`config.mk`:
```
export PLATFORM = sky130hd
export DESIGN_NAME = linked_node_deque
export DESIGN_NICKNAME = d
export VERILOG_FILES = /design/src/sv/lnd_pkg.sv /design/src/sv/linked_node_deque.sv /design/src/sv/lnd_ram.sv
export SDC_FILE = /design/constraint.sdc
export NUM_CORES = 1
export LEC_CHECK = 0
export ABC_AREA = 1
export BUFFER_PORTS_ARGS = -buffer_cell sky130_fd_sc_hd__buf_2
export CORE_UTILIZATION = 56
export CTS_BUF_LIST = sky130_fd_sc_hd__clkbuf_16
export DETAILED_ROUTE_END_ITERATION = 10
export PLACE_DENSITY = 0.76
export SKIP_LAST_GASP = 1
export SLEW_MARGIN = 20
export SYNTH_ARGS = -nofsm -noshare
export SYNTH_HDL_FRONTEND = slang
export SYNTH_SLANG_ARGS = --single-unit
```
`constraint.sdc`:
```
create_clock -name clk -period 2.71 [get_ports clk]
set_clock_uncertainty 0.1 [all_clocks]
set_input_delay 0.813 -clock clk [delete_from_list [all_inputs] [get_ports clk]]
set_output_delay 0.813 -clock clk [all_outputs]
set_load 0.02 [all_outputs]
```
`src/sv/lnd_pkg.sv`:
```
`timescale 1ns / 1ps
// ---------------------------------------------------------------------------
// lnd_pkg: shared types and constants of the linked node deque
// Node store size, field widths, request kinds, status codes, sequencer state.
// ---------------------------------------------------------------------------
package lnd_pkg;

    localparam int NODES  = 16;
    localparam int DATA_W = 32;
    localparam int NODE_W = $clog2(NODES);
    localparam int CNT_W  = $clog2(NODES + 1);

    typedef enum logic [1:0] {
        KIND_PUSH_BACK  = 2'd0,
        KIND_PUSH_FRONT = 2'd1,
        KIND_POP_FRONT  = 2'd2,
        KIND_POP_BACK   = 2'd3
    } kind_t;

    typedef enum logic [1:0] {
        ST_DONE  = 2'd0,
        ST_EMPTY = 2'd1,
        ST_FULL  = 2'd2
    } status_t;

    typedef enum logic [2:0] {
        S_IDLE,
        S_READ,
        S_LINK,
        S_FIX,
        S_OUT
    } state_t;

endpackage

```
`src/sv/linked_node_deque.sv`:
```
`timescale 1ns / 1ps
// ---------------------------------------------------------------------------
// linked_node_deque: double-ended queue on a circular doubly linked node store
// Push/pop at either end; every request returns popped value, status, peeks
// and count. Nodes live in three RAMs (value, next, prev) with a free list.
// ---------------------------------------------------------------------------
//  channel | handshake            | payload
//  --------+----------------------+------------------------------------------
//  in      | in_valid / in_ready  | kind, data_in
//  out     | out_valid / out_ready| data_out, status, front_value,
//          |                      | back_value, is_empty, count
//
//  A good request passes through accept, read link, write link, fix link and
//  result; a refused one (pop on empty, push on full) goes from accept straight
//  to result. The limit is the dependent read of a link followed by two writes
//  on the one write port of the next and prev RAMs.
//  A new request is taken once the previous result has been delivered.
//  Reset sets the free list chain by per-entry valid bits on the next RAM,
//  so no clearing pass is run; the block is ready right after reset.
//  A stalled result holds in the output registers until out_ready.
// ---------------------------------------------------------------------------
module linked_node_deque
    import lnd_pkg::*;
(
    input  logic                     clk,
    input  logic                     rst_n,
    input  logic                     in_valid,
    output logic                     in_ready,
    input  logic [1:0]               kind,
    input  logic signed [DATA_W-1:0] data_in,
    output logic                     out_valid,
    input  logic                     out_ready,
    output logic signed [DATA_W-1:0] data_out,
    output logic [1:0]               status,
    output logic signed [DATA_W-1:0] front_value,
    output logic signed [DATA_W-1:0] back_value,
    output logic                     is_empty,
    output logic [CNT_W-1:0]         count
);

    state_t              state_reg, state_next;
    kind_t               kind_reg;
    logic [DATA_W-1:0]   data_reg;
    logic [DATA_W-1:0]   dout_reg;
    status_t             status_reg;
    logic [DATA_W-1:0]   front_reg, back_reg;
    logic [NODE_W-1:0]   head_reg, tail_reg, free_reg, link_reg;
    logic [CNT_W-1:0]    count_reg;
    logic [NODES-1:0]    nvld_reg;
    logic                nrd_vld_reg;
    logic [NODE_W-1:0]   nrd_addr_reg;

    logic                accept;
    kind_t               kind_in;
    status_t             status_in;
    logic                is_push;
    logic                many;
    logic [NODE_W-1:0]   next_eff;
    logic [NODE_W-1:0]   link_now;

    logic                val_we, nxt_we, prv_we;
    logic [NODE_W-1:0]   val_waddr, nxt_waddr, prv_waddr;
    logic [NODE_W-1:0]   val_raddr, nxt_raddr, prv_raddr;
    logic [DATA_W-1:0]   val_wdata, val_rdata;
    logic [NODE_W-1:0]   nxt_wdata, nxt_rdata, prv_wdata, prv_rdata;

    lnd_ram #(.WIDTH(DATA_W), .DEPTH(NODES)) u_val_ram (
        .clk   (clk),
        .we    (val_we),
        .waddr (val_waddr),
        .wdata (val_wdata),
        .raddr (val_raddr),
        .rdata (val_rdata)
    );

    lnd_ram #(.WIDTH(NODE_W), .DEPTH(NODES)) u_nxt_ram (
        .clk   (clk),
        .we    (nxt_we),
        .waddr (nxt_waddr),
        .wdata (nxt_wdata),
        .raddr (nxt_raddr),
        .rdata (nxt_rdata)
    );

    lnd_ram #(.WIDTH(NODE_W), .DEPTH(NODES)) u_prv_ram (
        .clk   (clk),
        .we    (prv_we),
        .waddr (prv_waddr),
        .wdata (prv_wdata),
        .raddr (prv_raddr),
        .rdata (prv_rdata)
    );

    assign kind_in = kind_t'(kind);
    assign accept  = in_valid && in_ready;
    assign is_push = !kind_reg[1];
    assign many    = (count_reg > CNT_W'(1));

    // unwritten next entries still hold the reset free chain
    assign next_eff = nrd_vld_reg ? nxt_rdata
                    : (nrd_addr_reg == NODE_W'(NODES - 1)) ? '0
                    : nrd_addr_reg + 1'b1;
    assign link_now = (kind_reg == KIND_POP_BACK) ? prv_rdata : next_eff;

    always_comb
    begin
        if (!kind_in[1])
        begin
            status_in = (count_reg == CNT_W'(NODES)) ? ST_FULL : ST_DONE;
        end
        else
        begin
            status_in = (count_reg == '0) ? ST_EMPTY : ST_DONE;
        end
    end

    always_ff @(posedge clk or negedge rst_n)
    begin
        if (!rst_n)
        begin
            state_reg <= S_IDLE;
        end
        else
        begin
            state_reg <= state_next;
        end
    end

    always_comb
    begin
        state_next = state_reg;
        in_ready   = 1'b0;
        out_valid  = 1'b0;
        val_we     = 1'b0;
        val_waddr  = free_reg;
        val_wdata  = data_reg;
        val_raddr  = link_now;
        nxt_we     = 1'b0;
        nxt_waddr  = free_reg;
        nxt_wdata  = head_reg;
        nxt_raddr  = is_push ? free_reg : head_reg;
        prv_we     = 1'b0;
        prv_waddr  = free_reg;
        prv_wdata  = tail_reg;
        prv_raddr  = tail_reg;
        case (state_reg)
            S_IDLE:
            begin
                in_ready = 1'b1;
                if (in_valid)
                begin
                    state_next = (status_in == ST_DONE) ? S_READ : S_OUT;
                end
            end
            S_READ:
            begin
                state_next = S_LINK;
            end
            S_LINK:
            begin
                state_next = S_FIX;
                if (is_push)
                begin
                    // new node takes its value and both links at once
                    val_we    = 1'b1;
                    nxt_we    = 1'b1;
                    prv_we    = 1'b1;
                    nxt_wdata = (count_reg == '0) ? free_reg : head_reg;
                    prv_wdata = (count_reg == '0) ? free_reg : tail_reg;
                end
                else
                begin
                    // return the victim to the free list and link its neighbour past it
                    nxt_we    = 1'b1;
                    nxt_waddr = (kind_reg == KIND_POP_FRONT) ? head_reg : tail_reg;
                    nxt_wdata = free_reg;
                    prv_we    = many;
                    if (kind_reg == KIND_POP_FRONT)
                    begin
                        prv_waddr = link_now;
                        prv_wdata = tail_reg;
                    end
                    else
                    begin
                        prv_waddr = head_reg;
                        prv_wdata = link_now;
                    end
                end
            end
            S_FIX:
            begin
                state_next = S_OUT;
                if (is_push)
                begin
                    nxt_we    = (count_reg != '0);
                    nxt_waddr = tail_reg;
                    nxt_wdata = free_reg;
                    prv_we    = (count_reg != '0);
                    prv_waddr = head_reg;
                    prv_wdata = free_reg;
                end
                else
                begin
                    nxt_we = many;
                    if (kind_reg == KIND_POP_FRONT)
                    begin
                        nxt_waddr = tail_reg;
                        nxt_wdata = link_reg;
                    end
                    else
                    begin
                        nxt_waddr = link_reg;
                        nxt_wdata = head_reg;
                    end
                end
            end
            S_OUT:
            begin
                out_valid = 1'b1;
                if (out_ready)
                begin
                    state_next = S_IDLE;
                end
            end
            default:
            begin
                state_next = S_IDLE;
            end
        endcase
    end

    always_ff @(posedge clk or negedge rst_n)
    begin
        if (!rst_n)
        begin
            head_reg   <= '0;
            tail_reg   <= '0;
            free_reg   <= '0;
            count_reg  <= '0;
            front_reg  <= '0;
            back_reg   <= '0;
            nvld_reg   <= '0;
            status_reg <= ST_DONE;
            dout_reg   <= '0;
        end
        else
        begin
            if (nxt_we)
            begin
                nvld_reg[nxt_waddr] <= 1'b1;
            end
            if (accept)
            begin
                status_reg <= status_in;
                dout_reg   <= (kind_in[1] && status_in == ST_DONE)
                            ? ((kind_in == KIND_POP_FRONT) ? front_reg : back_reg)
                            : '0;
            end
            if (state_reg == S_FIX)
            begin
                if (is_push)
                begin
                    free_reg  <= link_reg;
                    count_reg <= count_reg + 1'b1;
                    if (count_reg == '0)
                    begin
                        head_reg  <= free_reg;
                        tail_reg  <= free_reg;
                        front_reg <= data_reg;
                        back_reg  <= data_reg;
                    end
                    else if (kind_reg == KIND_PUSH_FRONT)
                    begin
                        head_reg  <= free_reg;
                        front_reg <= data_reg;
                    end
                    else
                    begin
                        tail_reg <= free_reg;
                        back_reg <= data_reg;
                    end
                end
                else
                begin
                    free_reg  <= (kind_reg == KIND_POP_FRONT) ? head_reg : tail_reg;
                    count_reg <= count_reg - 1'b1;
                    if (!many)
                    begin
                        head_reg  <= '0;
                        tail_reg  <= '0;
                        front_reg <= '0;
                        back_reg  <= '0;
                    end
                    else if (kind_reg == KIND_POP_FRONT)
                    begin
                        head_reg  <= link_reg;
                        front_reg <= val_rdata;
                    end
                    else
                    begin
                        tail_reg <= link_reg;
                        back_reg <= val_rdata;
                    end
                end
            end
        end
    end

    // payload and read tracking registers
    always_ff @(posedge clk)
    begin
        nrd_vld_reg  <= nvld_reg[nxt_raddr];
        nrd_addr_reg <= nxt_raddr;
        if (accept)
        begin
            kind_reg <= kind_in;
            data_reg <= data_in;
        end
        if (state_reg == S_LINK)
        begin
            link_reg <= link_now;
        end
    end

    assign data_out    = dout_reg;
    assign status      = status_reg;
    assign front_value = front_reg;
    assign back_value  = back_reg;
    assign count       = count_reg;
    assign is_empty    = (count_reg == '0);

endmodule

```
`src/sv/lnd_ram.sv`:
```
`timescale 1ns / 1ps
// ---------------------------------------------------------------------------
// lnd_ram: generic single write port, single read port RAM
// Read data is registered: it shows the entry in the cycle after the address.
// ---------------------------------------------------------------------------
module lnd_ram #(
    parameter int WIDTH = 32,
    parameter int DEPTH = 16
) (
    input  logic                     clk,
    input  logic                     we,
    input  logic [$clog2(DEPTH)-1:0] waddr,
    input  logic [WIDTH-1:0]         wdata,
    input  logic [$clog2(DEPTH)-1:0] raddr,
    output logic [WIDTH-1:0]         rdata
);

    logic [WIDTH-1:0] mem_reg [DEPTH];

    always_ff @(posedge clk)
    begin
        if (we)
        begin
            mem_reg[waddr] <= wdata;
        end
        rdata <= mem_reg[raddr];
    end

endmodule

```
==> impl_metrics.csv <==
group,metric,value,unit
sta,whs,0.0288,ns
sta,finalMaxSlewViolations,0,
sta,rsz0062_at_grt,"yes",
sta,fmax,382,MHz
floorplanning,die_y,259,um
flow_run,cap_violations,0,
detailed_routing,wl_per_cell,20.7,um
setup_path,crit_type,"reg2out",
outcome,status,"finished, final reports clean",
finish,seq_area,24600,um^2
detailed_routing,drt_first_pass_iters,6,
logic_synthesis,synthArstFlopShare,15.6,%
cts,cts-root-buf,"clkbuf_16",
detailed_routing,dr_total_vias,26122,
place,portBuffers,143,
logic_synthesis,ys_seq_area_share,66.7,%
setup_path,arrival,1.71,ns
logic_synthesis,ys.flop_type,"edfxtp_1",
logic_synthesis,synth-edff-count,678,
cts,numCtsBuffers,85,
floorplanning,die_area,67000,um^2
floorplanning,row_count,93,
cts,clk_pin_slew_worst_paths,0.06,ns
finish,largest_reg_flops,512,
finish,fill_cells,4772,
grt,grt_pass1_wl,145,mm
logic_synthesis,synth_fa_ha_area_share,0.136,%
cts,cts_tree,"built",
setup_path,reg2reg_slack,0.15,ns
floorplanning,pin_count,144,
cts,clock_sinks,857,
setup_path,worstPathRequired,1.80,ns
logic_synthesis,synth_top_family_by_area,"simple AND/OR/NAND/NOR gates",
setup_path,slowest_delay,0.41,ns
logic_synthesis,synthTopCellsByArea,"edfxtp_1 55%, dfrtp_1 9.1%, nand3_1 8.5%",
setup_path,cp-end-kind,"output pin",
sta,hold_viol_final,0,
setup_path,critPathMaxFanout,3,
floorplanning,die_w,259,um
setup_path,crit_top_cell,"inv_1",
setup_path,cp_cell_sequence,"inv_1 -> ha_1 -> inv_1 -> nor2_4 -> nand2_4 -> clkinv_2 -> buf_4",
logic_synthesis,syn_area,36900,um^2
logic_synthesis,yosys.area_share.simple,18.9,%
place,place_congestion,0.978,
detailed_routing,drtIter0Drc,3058,
sta,min_period,2.62,ns
cts,postCtsHoldBufs,0,
pwr,power.leakage,17.9,nW
floorplanning,coreArea,64800,um^2
finish,fin_util,65.0,%
finish,multiInputGateArea,9550,um^2
cts,clockBufferDepth,3,
sta,max_slew_margin,41.8,%
setup_path,r2r-end,"u_prv_ram.mem_reg[8][2]$_DFFE_PP_",
detailed_routing,postRouteAntennaNets,0,
logic_synthesis,ys_types,41,
grt,grt_pass1_vias,25020,
logic_synthesis,syn-num-nets,3502,
grt,grt_overflow,0,
logic_synthesis,syn_avg_cell_area,10.7,um^2
logic_synthesis,muxShareOfSynthArea,0.868,%
pwr,power_density,1150,nW/um^2
detailed_routing,drt-total-wl,94.2,mm
sta,tightest_slew,0.873,ns
place,dp_hpwl,54.0,mm
detailed_routing,route.detailed.drc,0,
setup_path,critPathSlowestCell,"dfrtp_2",
setup_path,worst-r2r-cell-count,9,
finish,synthToLayoutAreaGrowth,14.1,%
floorplanning,start_util,57.0,%
grt,antenna_found_initial,1,
logic_synthesis,yosys.area_share.xor_xnor,0.0949,%
grt,grt_max_degree,164,
setup_path,timing.rr.start,"kind_reg[1]$_DFFE_PP_",
logic_synthesis,syn-instance-count,3460,
setup_path,crit_path_start_kind,"register",
logic_synthesis,yosysWarnings,0,
detailed_routing,viasPerCell,5.74,
finish,nets,3663,
finish,layout-drive-gt1-share,12.3,%
logic_synthesis,ys_ff_latch,857,
hold_path,hp-class,"in2async",
logic_synthesis,yosysTopAreaCellShare,55.1,%
cts,clock_latency,0.65,ns
grt,grt_use_total,28.3,%
sta,finalCritPeriodShare,96.7,%
sta,setup_viol,0,
sta,tns,0,ns
logic_synthesis,yosys.area.top_type,"edfxtp_1",
logic_synthesis,synth_compound_area_share,5.31,%
pwr,ir_drop,0.000933,V
cts,htree_num_levels,3,
[worst max path at each step]
stage / from / to / slack, ns
2_1_floorplan: state_reg[2]$_DFFE_PN0P_ / u_val_ram.mem_reg[10][0]$_DFFE_PP_ / -0.24
3_3_place_gp: kind_reg[1]$_DFFE_PP_ / u_nxt_ram.mem_reg[8][3]$_DFFE_PP_ / 0.24
3_5_place_dp: kind_reg[1]$_DFFE_PP_ / u_prv_ram.mem_reg[9][1]$_DFFE_PP_ / 0.15
4_1_cts: state_reg[0]$_DFFE_PN0P_ / in_ready / 0.005
5_1_grt: kind_reg[1]$_DFFE_PP_ / u_prv_ram.mem_reg[8][3]$_DFFE_PP_ / -0.01
6_report: count[0]$_DFFE_PN0P_ / is_empty / 0.09
[worst max-delay path, delay by kind of cell (launching register included)]
family,cells,cell delay (ns)
and+or+nand+nor,2,0.19
adders and majority gates,1,0.15
DFF,1,0.41
buffers and inverters,4,0.31
[metal layers]
layer	track usage (%)	wire length [um]	vias up
met1	39.9	38600	12596
li1	-	-	12059
met4	9.60	2480	0
met2	44.9	44500	1299
met3	4.90	8600	168
met5	0	0	-
[cell usage in the layout (no fill, tap or decap), types with 50 or more instances in the layout]
master and instances:
inv_1 538, o21ai_0 179, a21oi_1 50, clkbuf_16 89
dfrtp_1 133, nand3_1 630, nand3b_1 129, buf_2 141
nand2_1 607, edfxtp_1 678, buf_4 98, nor2_1 90
[where the power goes]
part	internal [mW]	switching [mW]	total, mW	leakage, nW
combinational	5.71	13.2	18.9	8.29
clock	6.32	4.90	11.2	1.42
sequential	17.0	1.29	18.3	8.23
[synthesized netlist by cell type, types with 2 or more instances]
master and n:
buf_2 132, nand2_1 609, a21oi_1 51, o21ai_1 4
o221ai_1 18, o31ai_1 33, nand4_1 3, inv_2 9
o22ai_1 8, dfxtp_1 45, o21ai_2 6, nor2_4 2
nand2_2 3, xor2_1 3, ha_1 4, o211ai_1 28
clkbuf_1 51, a211oi_1 2, dfrtp_1 134, clkinv_1 2
or2_2 2, nand3b_1 129, o21ai_0 179, a22oi_1 3
nor2_2 4, nand2_4 4, nand3_1 630, edfxtp_1 678
o2111ai_1 2, mux2i_1 32, nor2_1 109, clkbuf_2 3
buf_4 11, inv_1 513, buf_1 8
[cell families (layout without fill, tap and decap cells)]
family,count (synthesis),in the layout
compound gates,336,336
xor+xnor,4,4
fa+ha+maj,4,4
buf+inv,730,963
flops,857,857
mux,32,32
other cells,0,2
simple gates,1497,1497
[area by class of cell]
class	count	share of cell area (%)
Clock buffer	89	5.29
Inverter	524	4.69
Sequential cell	857	58.4
Antenna cell	2	0.0119
Timing Repair Buffer	280	5.35
Tap cell	855	2.54
Clock inverter	70	1.02
Multi-Input combinational cell	1873	22.7
[metrics by stage]
stage,worst slack (ns),std cells,total power [mW],instance area (um^2)
2_1_floorplan,-0.243,3460,30.6,36900
4_1_cts,0.00463,4547,48.4,42100
3_5_place_dp,0.151,4385,37.0,39400
6_report,0.0900,4550,48.4,42100
5_1_grt,-0.0127,4549,51.1,42100
3_3_place_gp,0.244,4385,36.6,39400
[repair_timing]
item,4_1_cts,5_1_grt
gates resized for setup,3,5
setup buffers,3,1
endpoints found under the hold margin,0,0
pin swaps,1,1
gates cloned,0,0
setup endpoints to repair,1,41
No activity file was read; power rests on OpenSTA's default activity.
